$ cat src/hw/rtl/lpc_pkg.sv
// ----------------------------------------------------------------------------
// lpc_pkg
// Shared types and constants of the page/column lcd controller: display ram
// geometry, bus command codes, command byte decoding and the sequencer states.
// ----------------------------------------------------------------------------
package lpc_pkg;

  // display ram geometry: 8 pages by COLUMNS columns of one byte
  localparam int unsigned COLUMNS  = 64;
  localparam int unsigned PAGES    = 8;
  localparam int unsigned RAM_DEPTH = PAGES * COLUMNS;
  localparam int unsigned ADDR_W   = (RAM_DEPTH > 1) ? $clog2(RAM_DEPTH) : 1;

  // bus access codes
  localparam logic [1:0] CMD_CTRL  = 2'd0;
  localparam logic [1:0] CMD_WRITE = 2'd1;
  localparam logic [1:0] CMD_READ  = 2'd2;
  localparam logic [1:0] CMD_PORTC = 2'd3;

  // control byte decoding
  localparam logic [7:0] PAGE_CMD_MASK = 8'hFC;
  localparam logic [7:0] PAGE_CMD      = 8'hB8;
  localparam logic [7:0] COL_CMD_MASK  = 8'hC0;
  localparam logic [7:0] MODE_CMD_MASK = 8'hF0;
  localparam logic [7:0] MODE_CMD      = 8'hE0;
  localparam logic [7:0] MODE_ARG_MASK = 8'h0E;

  typedef enum logic [1:0] {
    S_CLEAR,
    S_IDLE,
    S_READ
  } lpc_state_e;

  // result handed from the sequencer to the output register
  typedef struct packed {
    logic       load;
    logic [7:0] data;
  } lpc_res_t;

endpackage

$ cat src/hw/rtl/lpc_if.sv
// ----------------------------------------------------------------------------
// lpc_req_if / lpc_rsp_if
// Valid/ready channels of the lcd controller: bus accesses in, read bytes out.
// ----------------------------------------------------------------------------
interface lpc_req_if;
  logic       valid;
  logic       ready;
  logic [1:0] command;
  logic [7:0] value;

  modport source (output valid, output command, output value, input ready);
  modport sink (input valid, input command, input value, output ready);
endinterface

interface lpc_rsp_if;
  logic       valid;
  logic       ready;
  logic [7:0] read_data;

  modport source (output valid, output read_data, input ready);
  modport sink (input valid, input read_data, output ready);
endinterface

$ cat src/hw/rtl/lpc_ram.sv
// ----------------------------------------------------------------------------
// lpc_ram
// Generic synchronous ram: one write port, one read port, registered read data.
// ----------------------------------------------------------------------------
module lpc_ram #(
  parameter int unsigned DEPTH  = 512,
  parameter int unsigned WIDTH  = 8,
  parameter int unsigned ADDR_W = 9
) (
  input  logic              clk_i,
  input  logic              we_i,
  input  logic [ADDR_W-1:0] waddr_i,
  input  logic [WIDTH-1:0]  wdata_i,
  input  logic              re_i,
  input  logic [ADDR_W-1:0] raddr_i,
  output logic [WIDTH-1:0]  rdata_o
);

  logic [WIDTH-1:0] mem [DEPTH];

  always_ff @(posedge clk_i) begin
    if (we_i) begin
      mem[waddr_i] <= wdata_i;
    end
  end

  always_ff @(posedge clk_i) begin
    if (re_i) begin
      rdata_o <= mem[raddr_i];
    end
  end

endmodule

$ cat src/hw/rtl/lpc_ctrl.sv
// ----------------------------------------------------------------------------
// lpc_ctrl
// Access sequencer: clears the display ram after reset, decodes bus accesses,
// keeps page/column/mode registers and reads or writes the display ram.
// ----------------------------------------------------------------------------
module lpc_ctrl (
  input  logic             clk_i,
  input  logic             rst_ni,
  input  logic             in_valid_i,
  input  logic [1:0]       in_command_i,
  input  logic [7:0]       in_value_i,
  input  logic             slot_free_i,
  output logic             in_ready_o,
  output lpc_pkg::lpc_res_t res_o
);
  import lpc_pkg::*;

  lpc_state_e        state_q, state_d;
  logic [ADDR_W-1:0] clr_cnt_q, clr_cnt_d;
  logic [7:0]        column_q, column_d;
  logic [2:0]        page_q, page_d;
  logic              rmw_q, rmw_d;
  logic              primed_q, primed_d;
  logic [2:0]        slot_q, slot_d;
  logic [1:0]        first_q, first_d;
  logic              phb_q, phb_d;
  logic              in_range_q, in_range_d;

  logic              ram_we, ram_re;
  logic [ADDR_W-1:0] ram_waddr, ram_addr;
  logic [7:0]        ram_wdata, ram_rdata;
  logic              in_range;
  logic              page_cmd;
  logic [2:0]        cur_slot;

  lpc_ram #(
    .DEPTH  (RAM_DEPTH),
    .WIDTH  (8),
    .ADDR_W (ADDR_W)
  ) u_ram (
    .clk_i   (clk_i),
    .we_i    (ram_we),
    .waddr_i (ram_waddr),
    .wdata_i (ram_wdata),
    .re_i    (ram_re),
    .raddr_i (ram_addr),
    .rdata_o (ram_rdata)
  );

  assign in_range = ({1'b0, column_q} < 9'(COLUMNS));
  assign ram_addr = ADDR_W'(page_q) * ADDR_W'(COLUMNS) + ADDR_W'(column_q);
  assign page_cmd = ((in_value_i & PAGE_CMD_MASK) == PAGE_CMD);
  // a page command restarts the command history at slot zero
  assign cur_slot = page_cmd ? 3'd0 : slot_q;

  always_ff @(posedge clk_i or negedge rst_ni) begin
    if (!rst_ni) begin
      state_q    <= S_CLEAR;
      clr_cnt_q  <= '0;
      column_q   <= '0;
      page_q     <= '0;
      rmw_q      <= 1'b0;
      primed_q   <= 1'b0;
      slot_q     <= '0;
      first_q    <= '0;
      phb_q      <= 1'b0;
      in_range_q <= 1'b0;
    end else begin
      state_q    <= state_d;
      clr_cnt_q  <= clr_cnt_d;
      column_q   <= column_d;
      page_q     <= page_d;
      rmw_q      <= rmw_d;
      primed_q   <= primed_d;
      slot_q     <= slot_d;
      first_q    <= first_d;
      phb_q      <= phb_d;
      in_range_q <= in_range_d;
    end
  end

  always_comb begin
    state_d    = state_q;
    clr_cnt_d  = clr_cnt_q;
    column_d   = column_q;
    page_d     = page_q;
    rmw_d      = rmw_q;
    primed_d   = primed_q;
    slot_d     = slot_q;
    first_d    = first_q;
    phb_d      = phb_q;
    in_range_d = in_range_q;
    ram_we     = 1'b0;
    ram_waddr  = ram_addr;
    ram_wdata  = in_value_i;
    ram_re     = 1'b0;
    in_ready_o = 1'b0;
    res_o      = '0;

    case (state_q)
      S_CLEAR: begin
        ram_we    = 1'b1;
        ram_waddr = clr_cnt_q;
        ram_wdata = '0;
        clr_cnt_d = clr_cnt_q + 1'b1;
        if (clr_cnt_q == ADDR_W'(RAM_DEPTH - 1)) begin
          state_d = S_IDLE;
        end
      end

      S_IDLE: begin
        in_ready_o = slot_free_i;
        if (in_valid_i && slot_free_i) begin
          case (in_command_i)
            CMD_CTRL: begin
              res_o.load = 1'b1;
              primed_d   = 1'b0;
              if (page_cmd) begin
                page_d = {phb_q, in_value_i[1:0]};
              end else if ((in_value_i & COL_CMD_MASK) == 8'h00) begin
                column_d = in_value_i;
              end else if ((in_value_i & MODE_CMD_MASK) == MODE_CMD) begin
                rmw_d = ((in_value_i & MODE_ARG_MASK) == 8'h00);
              end
              if (cur_slot == 3'd0) begin
                first_d = in_value_i[1:0];
              end
              slot_d = cur_slot + 3'd1;
            end
            CMD_WRITE: begin
              res_o.load = 1'b1;
              primed_d   = 1'b0;
              ram_we     = in_range;
              column_d   = column_q + 8'd1;
            end
            CMD_READ: begin
              // address taken from the current page/column, data next cycle
              ram_re     = 1'b1;
              in_range_d = in_range;
              if (!rmw_q && primed_q) begin
                column_d = column_q + 8'd1;
              end
              primed_d = 1'b1;
              state_d  = S_READ;
            end
            CMD_PORTC: begin
              res_o.load = 1'b1;
              phb_d      = in_value_i[2];
              page_d     = {in_value_i[2], first_q};
            end
            default: begin
              res_o.load = 1'b1;
            end
          endcase
        end
      end

      S_READ: begin
        // ram data holds until the output register can take it
        if (slot_free_i) begin
          res_o.load = 1'b1;
          res_o.data = in_range_q ? ram_rdata : 8'h00;
          state_d    = S_IDLE;
        end
      end

      default: begin
        state_d = S_IDLE;
      end
    endcase
  end

endmodule

$ cat src/hw/rtl/lcd_page_column_controller_top.sv
// ----------------------------------------------------------------------------
// lcd_page_column_controller_top
// Page/column monochrome lcd controller with a byte-wide display ram of
// 8 pages by COLUMNS columns, driven by command, data and port-c accesses.
//
//   channel  dir  payload                    transfer
//   req_i    in   command[1:0], value[7:0]   valid & ready
//   rsp_o    out  read_data[7:0]             valid & ready
//
// every request gives exactly one response; read_data is 0 unless a data read
// control, data write and port-c accesses are answered straight from the idle state,
// data reads go through S_READ since the display ram has registered read data
// after reset the display ram is swept to zero, all 8 * COLUMNS bytes (512),
// with req_i.ready low
// the response waits in an output register; a new request is taken only while
// that register is empty or hands its transaction over in the same cycle
// ----------------------------------------------------------------------------
module lcd_page_column_controller_top (
  input logic       clk_i,
  input logic       rst_ni,
  lpc_req_if.sink   req_i,
  lpc_rsp_if.source rsp_o
);
  import lpc_pkg::*;

  logic       out_valid_q;
  logic [7:0] out_data_q;
  logic       slot_free;
  lpc_res_t   res;

  assign slot_free = !out_valid_q || rsp_o.ready;

  lpc_ctrl u_ctrl (
    .clk_i        (clk_i),
    .rst_ni       (rst_ni),
    .in_valid_i   (req_i.valid),
    .in_command_i (req_i.command),
    .in_value_i   (req_i.value),
    .slot_free_i  (slot_free),
    .in_ready_o   (req_i.ready),
    .res_o        (res)
  );

  always_ff @(posedge clk_i or negedge rst_ni) begin
    if (!rst_ni) begin
      out_valid_q <= 1'b0;
    end else if (res.load) begin
      out_valid_q <= 1'b1;
    end else if (rsp_o.ready) begin
      out_valid_q <= 1'b0;
    end
  end

  always_ff @(posedge clk_i) begin
    if (res.load) begin
      out_data_q <= res.data;
    end
  end

  assign rsp_o.valid     = out_valid_q;
  assign rsp_o.read_data = out_data_q;

endmodule

$ cat src/flat_wrapper.sv
// flat-port wrapper written by rule: the top's interface ports become plain ports
module lcd_page_column_controller_top_flat import lpc_pkg::*;
  (clk_i, rst_ni, req_i_valid, req_i_command, req_i_value, req_i_ready, rsp_o_valid, rsp_o_read_data, rsp_o_ready);
  lpc_req_if req_i_i ();
  lpc_rsp_if rsp_o_i ();
  input logic clk_i;
  input logic rst_ni;
  input wire logic [$bits(req_i_i.valid)-1:0] req_i_valid;
  input wire logic [$bits(req_i_i.command)-1:0] req_i_command;
  input wire logic [$bits(req_i_i.value)-1:0] req_i_value;
  output wire logic [$bits(req_i_i.ready)-1:0] req_i_ready;
  output wire logic [$bits(rsp_o_i.valid)-1:0] rsp_o_valid;
  output wire logic [$bits(rsp_o_i.read_data)-1:0] rsp_o_read_data;
  input wire logic [$bits(rsp_o_i.ready)-1:0] rsp_o_ready;
  assign req_i_i.valid = req_i_valid;
  assign req_i_i.command = req_i_command;
  assign req_i_i.value = req_i_value;
  assign req_i_ready = req_i_i.ready;
  assign rsp_o_valid = rsp_o_i.valid;
  assign rsp_o_read_data = rsp_o_i.read_data;
  assign rsp_o_i.ready = rsp_o_ready;
  lcd_page_column_controller_top u_core (.clk_i(clk_i), .rst_ni(rst_ni), .req_i(req_i_i), .rsp_o(rsp_o_i));
endmodule
$ cat config.mk
export PLATFORM = sky130hd
export DESIGN_NAME = lcd_page_column_controller_top_flat
export DESIGN_NICKNAME = d
export VERILOG_FILES = /design/src/hw/rtl/lpc_pkg.sv /design/src/hw/rtl/lpc_if.sv /design/src/hw/rtl/lpc_ram.sv /design/src/hw/rtl/lpc_ctrl.sv /design/src/hw/rtl/lcd_page_column_controller_top.sv /design/src/flat_wrapper.sv
export SDC_FILE = /design/constraint.sdc
export NUM_CORES = 2
export LEC_CHECK = 0
export ABC_AREA = 0
export BUFFER_PORTS_ARGS = -buffer_cell sky130_fd_sc_hd__buf_2
export CAP_MARGIN = 20
export CELL_PAD_IN_SITES_DETAIL_PLACEMENT = 0
export CELL_PAD_IN_SITES_GLOBAL_PLACEMENT = 1
export CORE_MARGIN = 10
export CORE_UTILIZATION = 30
export CTS_CLUSTER_SIZE = 16
export DETAILED_ROUTE_END_ITERATION = 10
export PLACE_DENSITY = 0.45
export SLEW_MARGIN = 20
export SYNTH_ARGS = -nofsm -noshare
export SYNTH_HDL_FRONTEND = slang
export SYNTH_HIERARCHICAL = 1
export SYNTH_SLANG_ARGS = --single-unit
$ cat constraint.sdc
create_clock -name clk_i -period 16.85 [get_ports clk_i]
set_input_delay 3.37 -clock clk_i [delete_from_list [all_inputs] [get_ports clk_i]]
set_output_delay 3.37 -clock clk_i [all_outputs]
set_load 0.1 [all_outputs]
* Word-level counts from Yosys, hierarchy flattened
Memory sizes are Yosys's and may differ from the RTL's. A register that Yosys moved wholly into a read port is not among the register bits. Cells that the tools add are included. Widths: inputs -> output; s select.
Storage, ports and cells: register bits 40, bits in writable memories 4096, bits of input ports 14, output and inout port bits 10, logic and storage cells 93, memories 1
Memories:
- u_core.u_ctrl.u_ram.mem | words 512, width 8, rd ports 1, clocked after memory_dff 1, write ports 1, line lpc_ram.sv:19 | logic [WIDTH-1:0] mem [DEPTH];
Cells by class: add/subtract/negate cells 4, magnitude comparators 1, equality and inequality tests 16, multiplexer cells 31, bitwise operators 2, reduce and logical (&&, ||, !) cells 26
Operators with widths (number):
- $mux 8 | 5
- $pmux 8 s3 | 1
- $mux 9 | 2
- $logic_not 8->1 | 2
- $reduce_and 3->1 | 5
- $ne 2x2->1 const B | 7
- $mux 1 | 12
- $reduce_and 4->1 | 3
- $reduce_and 6->1 | 2
- $add 9x1->9 const B | 1
- $add 9x8->9 | 1
- $eq 9x9->1 const B | 1
- $add 8x1->8 const B | 1
- $lt 8x7->1 const B | 1
- $mux 2 | 4
- $eq 2x2->1 const B | 3
- $eq 6x6->1 const B | 1
- $mux 3 | 2
- $pmux 1 s2 | 3
- $pmux 2 s3 | 1
- $pmux 3 s2 | 1
- $reduce_bool 2->1 | 3
- $eq 2x1->1 const B | 2
- $eq 4x4->1 const B | 1
- other kinds (11) | 15

* Depth between registers and ports, before layout
depth in word-level cells 7, gate-level depth with buffers 13, mapped depth without buffers 11

* Modules after synthesis
The synthesis kept the hierarchy.
Modules (own cells, without submodules):
- lpc_ram | instances 1, cells an instance 8030, area an instance 160007.2 um2, sequential area each 123238.2 um2
- lpc_ctrl | instances 1, cells an instance 209, area an instance 2038.2 um2, sequential area each 775.7 um2
- lcd_page_column_controller_top | instances 1, cells an instance 11, area an instance 287.8 um2, sequential area each 265.3 um2

* Least setup slack after synthesis
OpenSTA, ideal clock, no wires.
path kind in2reg, from input port req_i_value[3], to memory u_core.u_ctrl.u_ram.mem[0][3], data pin, setup time 2.689 ns, arrival 15.579 ns, required time 14.161 ns, path slack -1.418 ns, stages on the path 1, path buffers 0, path through nor2b_1
Between the ends: longest elaborated chain between the ends 1
RTL lines:
- start: declaration | line flat_wrapper.sv:10 | input wire logic [$bits(req_i_i.value)-1:0] req_i_value;
- $mux 8 | line lpc_ctrl.sv:100 | case (state_q)
- end: declaration | line lpc_ram.sv:19
Every way passes these cells.

* Final worst setup path
from input port rsp_o_ready, to output port req_i_ready
Between the ends: longest elaborated chain between the ends 2
RTL lines:
- start: declaration | line flat_wrapper.sv:14 | input wire logic [$bits(rsp_o_i.ready)-1:0] rsp_o_ready;
- $logic_or 1x1->1 | line lcd_page_column_controller_top.sv:31 | assign slot_free = !out_valid_q || rsp_o.ready;
- net u_core.slot_free | line lcd_page_column_controller_top.sv:28 | logic slot_free;
- $mux 1 | line lpc_ctrl.sv:100
- end: declaration | line flat_wrapper.sv:11 | output wire logic [$bits(req_i_i.ready)-1:0] req_i_ready;
The timed path passes the listed nets, and every way through them passes these cells.

==> flow_summary.yaml <==
critical_path:
  cp-end-kind: "output port"
  crit_family: "buffers and inverters"
  arrival_ns: 4.17
  r2r_cells: 11
  crit_path_max_incr_delay_ns: 0.43
  critPathMostFrequentCell: "buf_2"
  crit_type: "in2out"
  cp_slowest_cell: "buf_2"
  cp.depth: 4
  worstPathCellList: "buf_2 -> nand2b_4 -> and2_1 -> buf_2"
  path_buf_inv: 2
  cp-start-kind: "input pin"
  required_ns: 13.48
  path_max_fanout: 8
run_status:
  status: "completed"
global_route:
  grt_pass1_vias: 84300
  grt-ovfl-total: 0
  grt_pass1_wl_um: 684000
  grt_start_max_net_pins: 193
  antenna_found_initial: 34
  globalRouteTotalUtil: 0.167
synth:
  synth-edff-count: 4112
  yosysTopAreaCellShare: 0.761
  synthFlopType: "edfxtp_1"
  synth_cell_types: 71
  syn_avg_cell_area_um2: 19.7
  synth_area_um2: 162000
  synth_most_common_cell: "edfxtp_1"
  synth-async-reset-ratio: 0.00772
  yosys-top-cells-count: "edfxtp_1, mux2i_1, mux4_2"
  syn_inst: 8250
  synth_top_cell_by_area: "edfxtp_1"
  ys_seq_area_frac: 0.766
  synth_nets: 8279
  ys_top_cells_by_area: "edfxtp_1, mux4_2, mux2i_1"
  ys_warn_count: 6
  ys_ff_latch: 4144
hold_path:
  hold_class: "reg2reg"
  hold_depth: 1
floorplan:
  pin_count: 24
  coreArea_um2: 540000
  num_rows: 270
  dieWidth_um: 756
  die_y_um: 756
  start_util: 0.301
  die-area_um2: 571000
cts:
  clk_pin_slew_ns: 0.06
  cts_setup_buffers: 0
  insertion_delay_ns: 1.03
  htreeDepth: 5
  numCtsBuffers: 454
  cts.sinks: 4144
  cts_buffer_depth: 4
  cts_hold_buf: 0
  cts-root-buf: "clkbuf_16"
  ctsResizeCount: 0
  cts_tree: "yes"
sta:
  rsz0062_at_grt: "no"
  min_period_ns: 7.54
  min_period_over_period: 0.448
  max_freq_mhz: 133
  fin_skew_ns: 0.0569
  relSlewSlack: 0.233
  hold_violations: 0
  maxSlewViolCount: 0
  tightest_slew_ns: 1.15
  setup_viol_count_final: 0
routing:
  vias: 82300
  drt_first_iter_violations: 7994
  wl_per_cell_um: 30.8
  drc: 0
  via_per_inst: 5.14
  finalWirelength_um: 493000
  ant_nets: 0
  drt_pass1_iterations: 6
place:
  dp_cells: 15200
  routabilityCongestion: 0.768
  place_hpwl_um: 303000
  port_buffers: 23
finish:
  nets: 8440
  fin_cells: 16000
  area_growth_pct: 14.2
  drive_gt1_frac: 0.185
power:
  total_power_mw: 32.3
  vdd_ir_drop_max_uv: 110
  p_leak_nw: 56.6
  p_per_area_nw_per_um2: 174
run:
  cap_viol_max_count: 0
[per-stage QoR]
stage	util	TNS (ns)	hold slack, ns	setup slack (ns)	instance area [um2]
2_1_floorplan	-	-2903.90	0.448	-1.42	162000
3_3_place_gp	0.316	0	0.478	9.27	171000
3_5_place_dp	0.316	0	0.486	9.25	171000
4_1_cts	0.343	0	0.497	9.29	185000
5_1_grt	0.343	0	0.506	9.25	185000
6_report	0.343	0	0.493	9.31	185000
[area by class of cell]
| class | count | area, um2 |
|---|---|---|
| Timing Repair Buffer | 226 | 1840 |
| Inverter | 14 | 61.3 |
| Clock buffer | 553 | 11800 |
| Multi-Input combinational cell | 3571 | 35400 |
| Antenna cell | 17 | 42.5 |
| Clock inverter | 277 | 2840 |
| Fill cell | 50700 | 354000 |
| Sequential cell | 4144 | 124000 |
| Tap cell | 7208 | 9020 |
[state kept, by name, summed over array words and instances (netlist names)]
register	count
u_core/u_ctrl/u_ram/mem	4096
u_core/u_ctrl/clr_cnt_q	9
u_core/rsp_o.read_data	8
u_core/u_ctrl/column_q	8
u_core/u_ctrl/u_ram/rdata_o	8
u_core/u_ctrl/page_q	3
u_core/u_ctrl/slot_q	3
u_core/u_ctrl/first_q	2
u_core/u_ctrl/state_q	2
u_core/rsp_o.valid	1
u_core/u_ctrl/in_range_q	1
u_core/u_ctrl/phb_q	1
u_core/u_ctrl/primed_q	1
u_core/u_ctrl/rmw_q	1
[placed cells by master (no fill, tap or decap), drive strengths merged, types with 36 or more instances in the layout]
| cell type | instances |
|---|---|
| clkbuf | 553 |
| a21oi | 210 |
| edfxtp | 4112 |
| nor4 | 36 |
| nor2 | 601 |
| o22ai | 166 |
| nand3 | 43 |
| mux4 | 654 |
| a22oi | 61 |
| bufinv | 48 |
| nand4 | 37 |
| buf | 226 |
| nor3 | 110 |
| clkinv | 203 |
| o221ai | 372 |
| mux2i | 803 |
| o21ai | 129 |
| nand2 | 134 |
[where the power goes]
group | internal [mW] | switching, mW | leakage [nW]
clock | 5.72 | 4.12 | 7.16
combinational | 2.96 | 7.13 | 11.9
sequential | 12.3 | 0.131 | 37.6
total | 20.9 | 11.4 | 56.6
[cell families after synthesis]
logic type / after synthesis / share of synthesized area
flip-flops: 4144 / 0.766
adder cells (fa/ha/maj): 15 / 0.00120
multiplexers: 1478 / 0.142
XOR/XNOR: 8 / 0.000432
AND/OR/NAND/NOR: 1055 / 0.0285
AO/OA/AOI/OAI: 1015 / 0.0439
buffers and inverters: 535 / 0.0187
[layer usage]
| metal | global-route usage | wire, um | vias to the layer above |
|---|---|---|---|
| met2 | 0.278 | 237000 | 2403 |
| met4 | 0.0424 | 13100 | 0 |
| li1 | - | - | 34600 |
| met5 | 0 | 0 | - |
| met3 | 0.0221 | 25200 | 594 |
| met1 | 0.233 | 217000 | 44600 |
[path summary, 6_finish.rpt]
path | slack (ns) | to | start
max in group asynchronous | 13.66 | u_core/u_ctrl/column_q[1] | rst_ni
min in group asynchronous | 2.48 | u_core/rsp_o.valid | rst_ni
worst min register to register | 0.49 | u_core/u_ctrl/in_range_q | u_core/u_ctrl/in_range_q
worst max-delay path | 9.31 | req_i_ready | rsp_o_ready
worst min-delay path | 0.49 | u_core/u_ctrl/in_range_q | u_core/u_ctrl/in_range_q
worst max register to register | 10.37 | u_core/u_ctrl/u_ram/rdata_o[7] | u_core/u_ctrl/column_q[0]
Power figures use the tool's default switching activity.
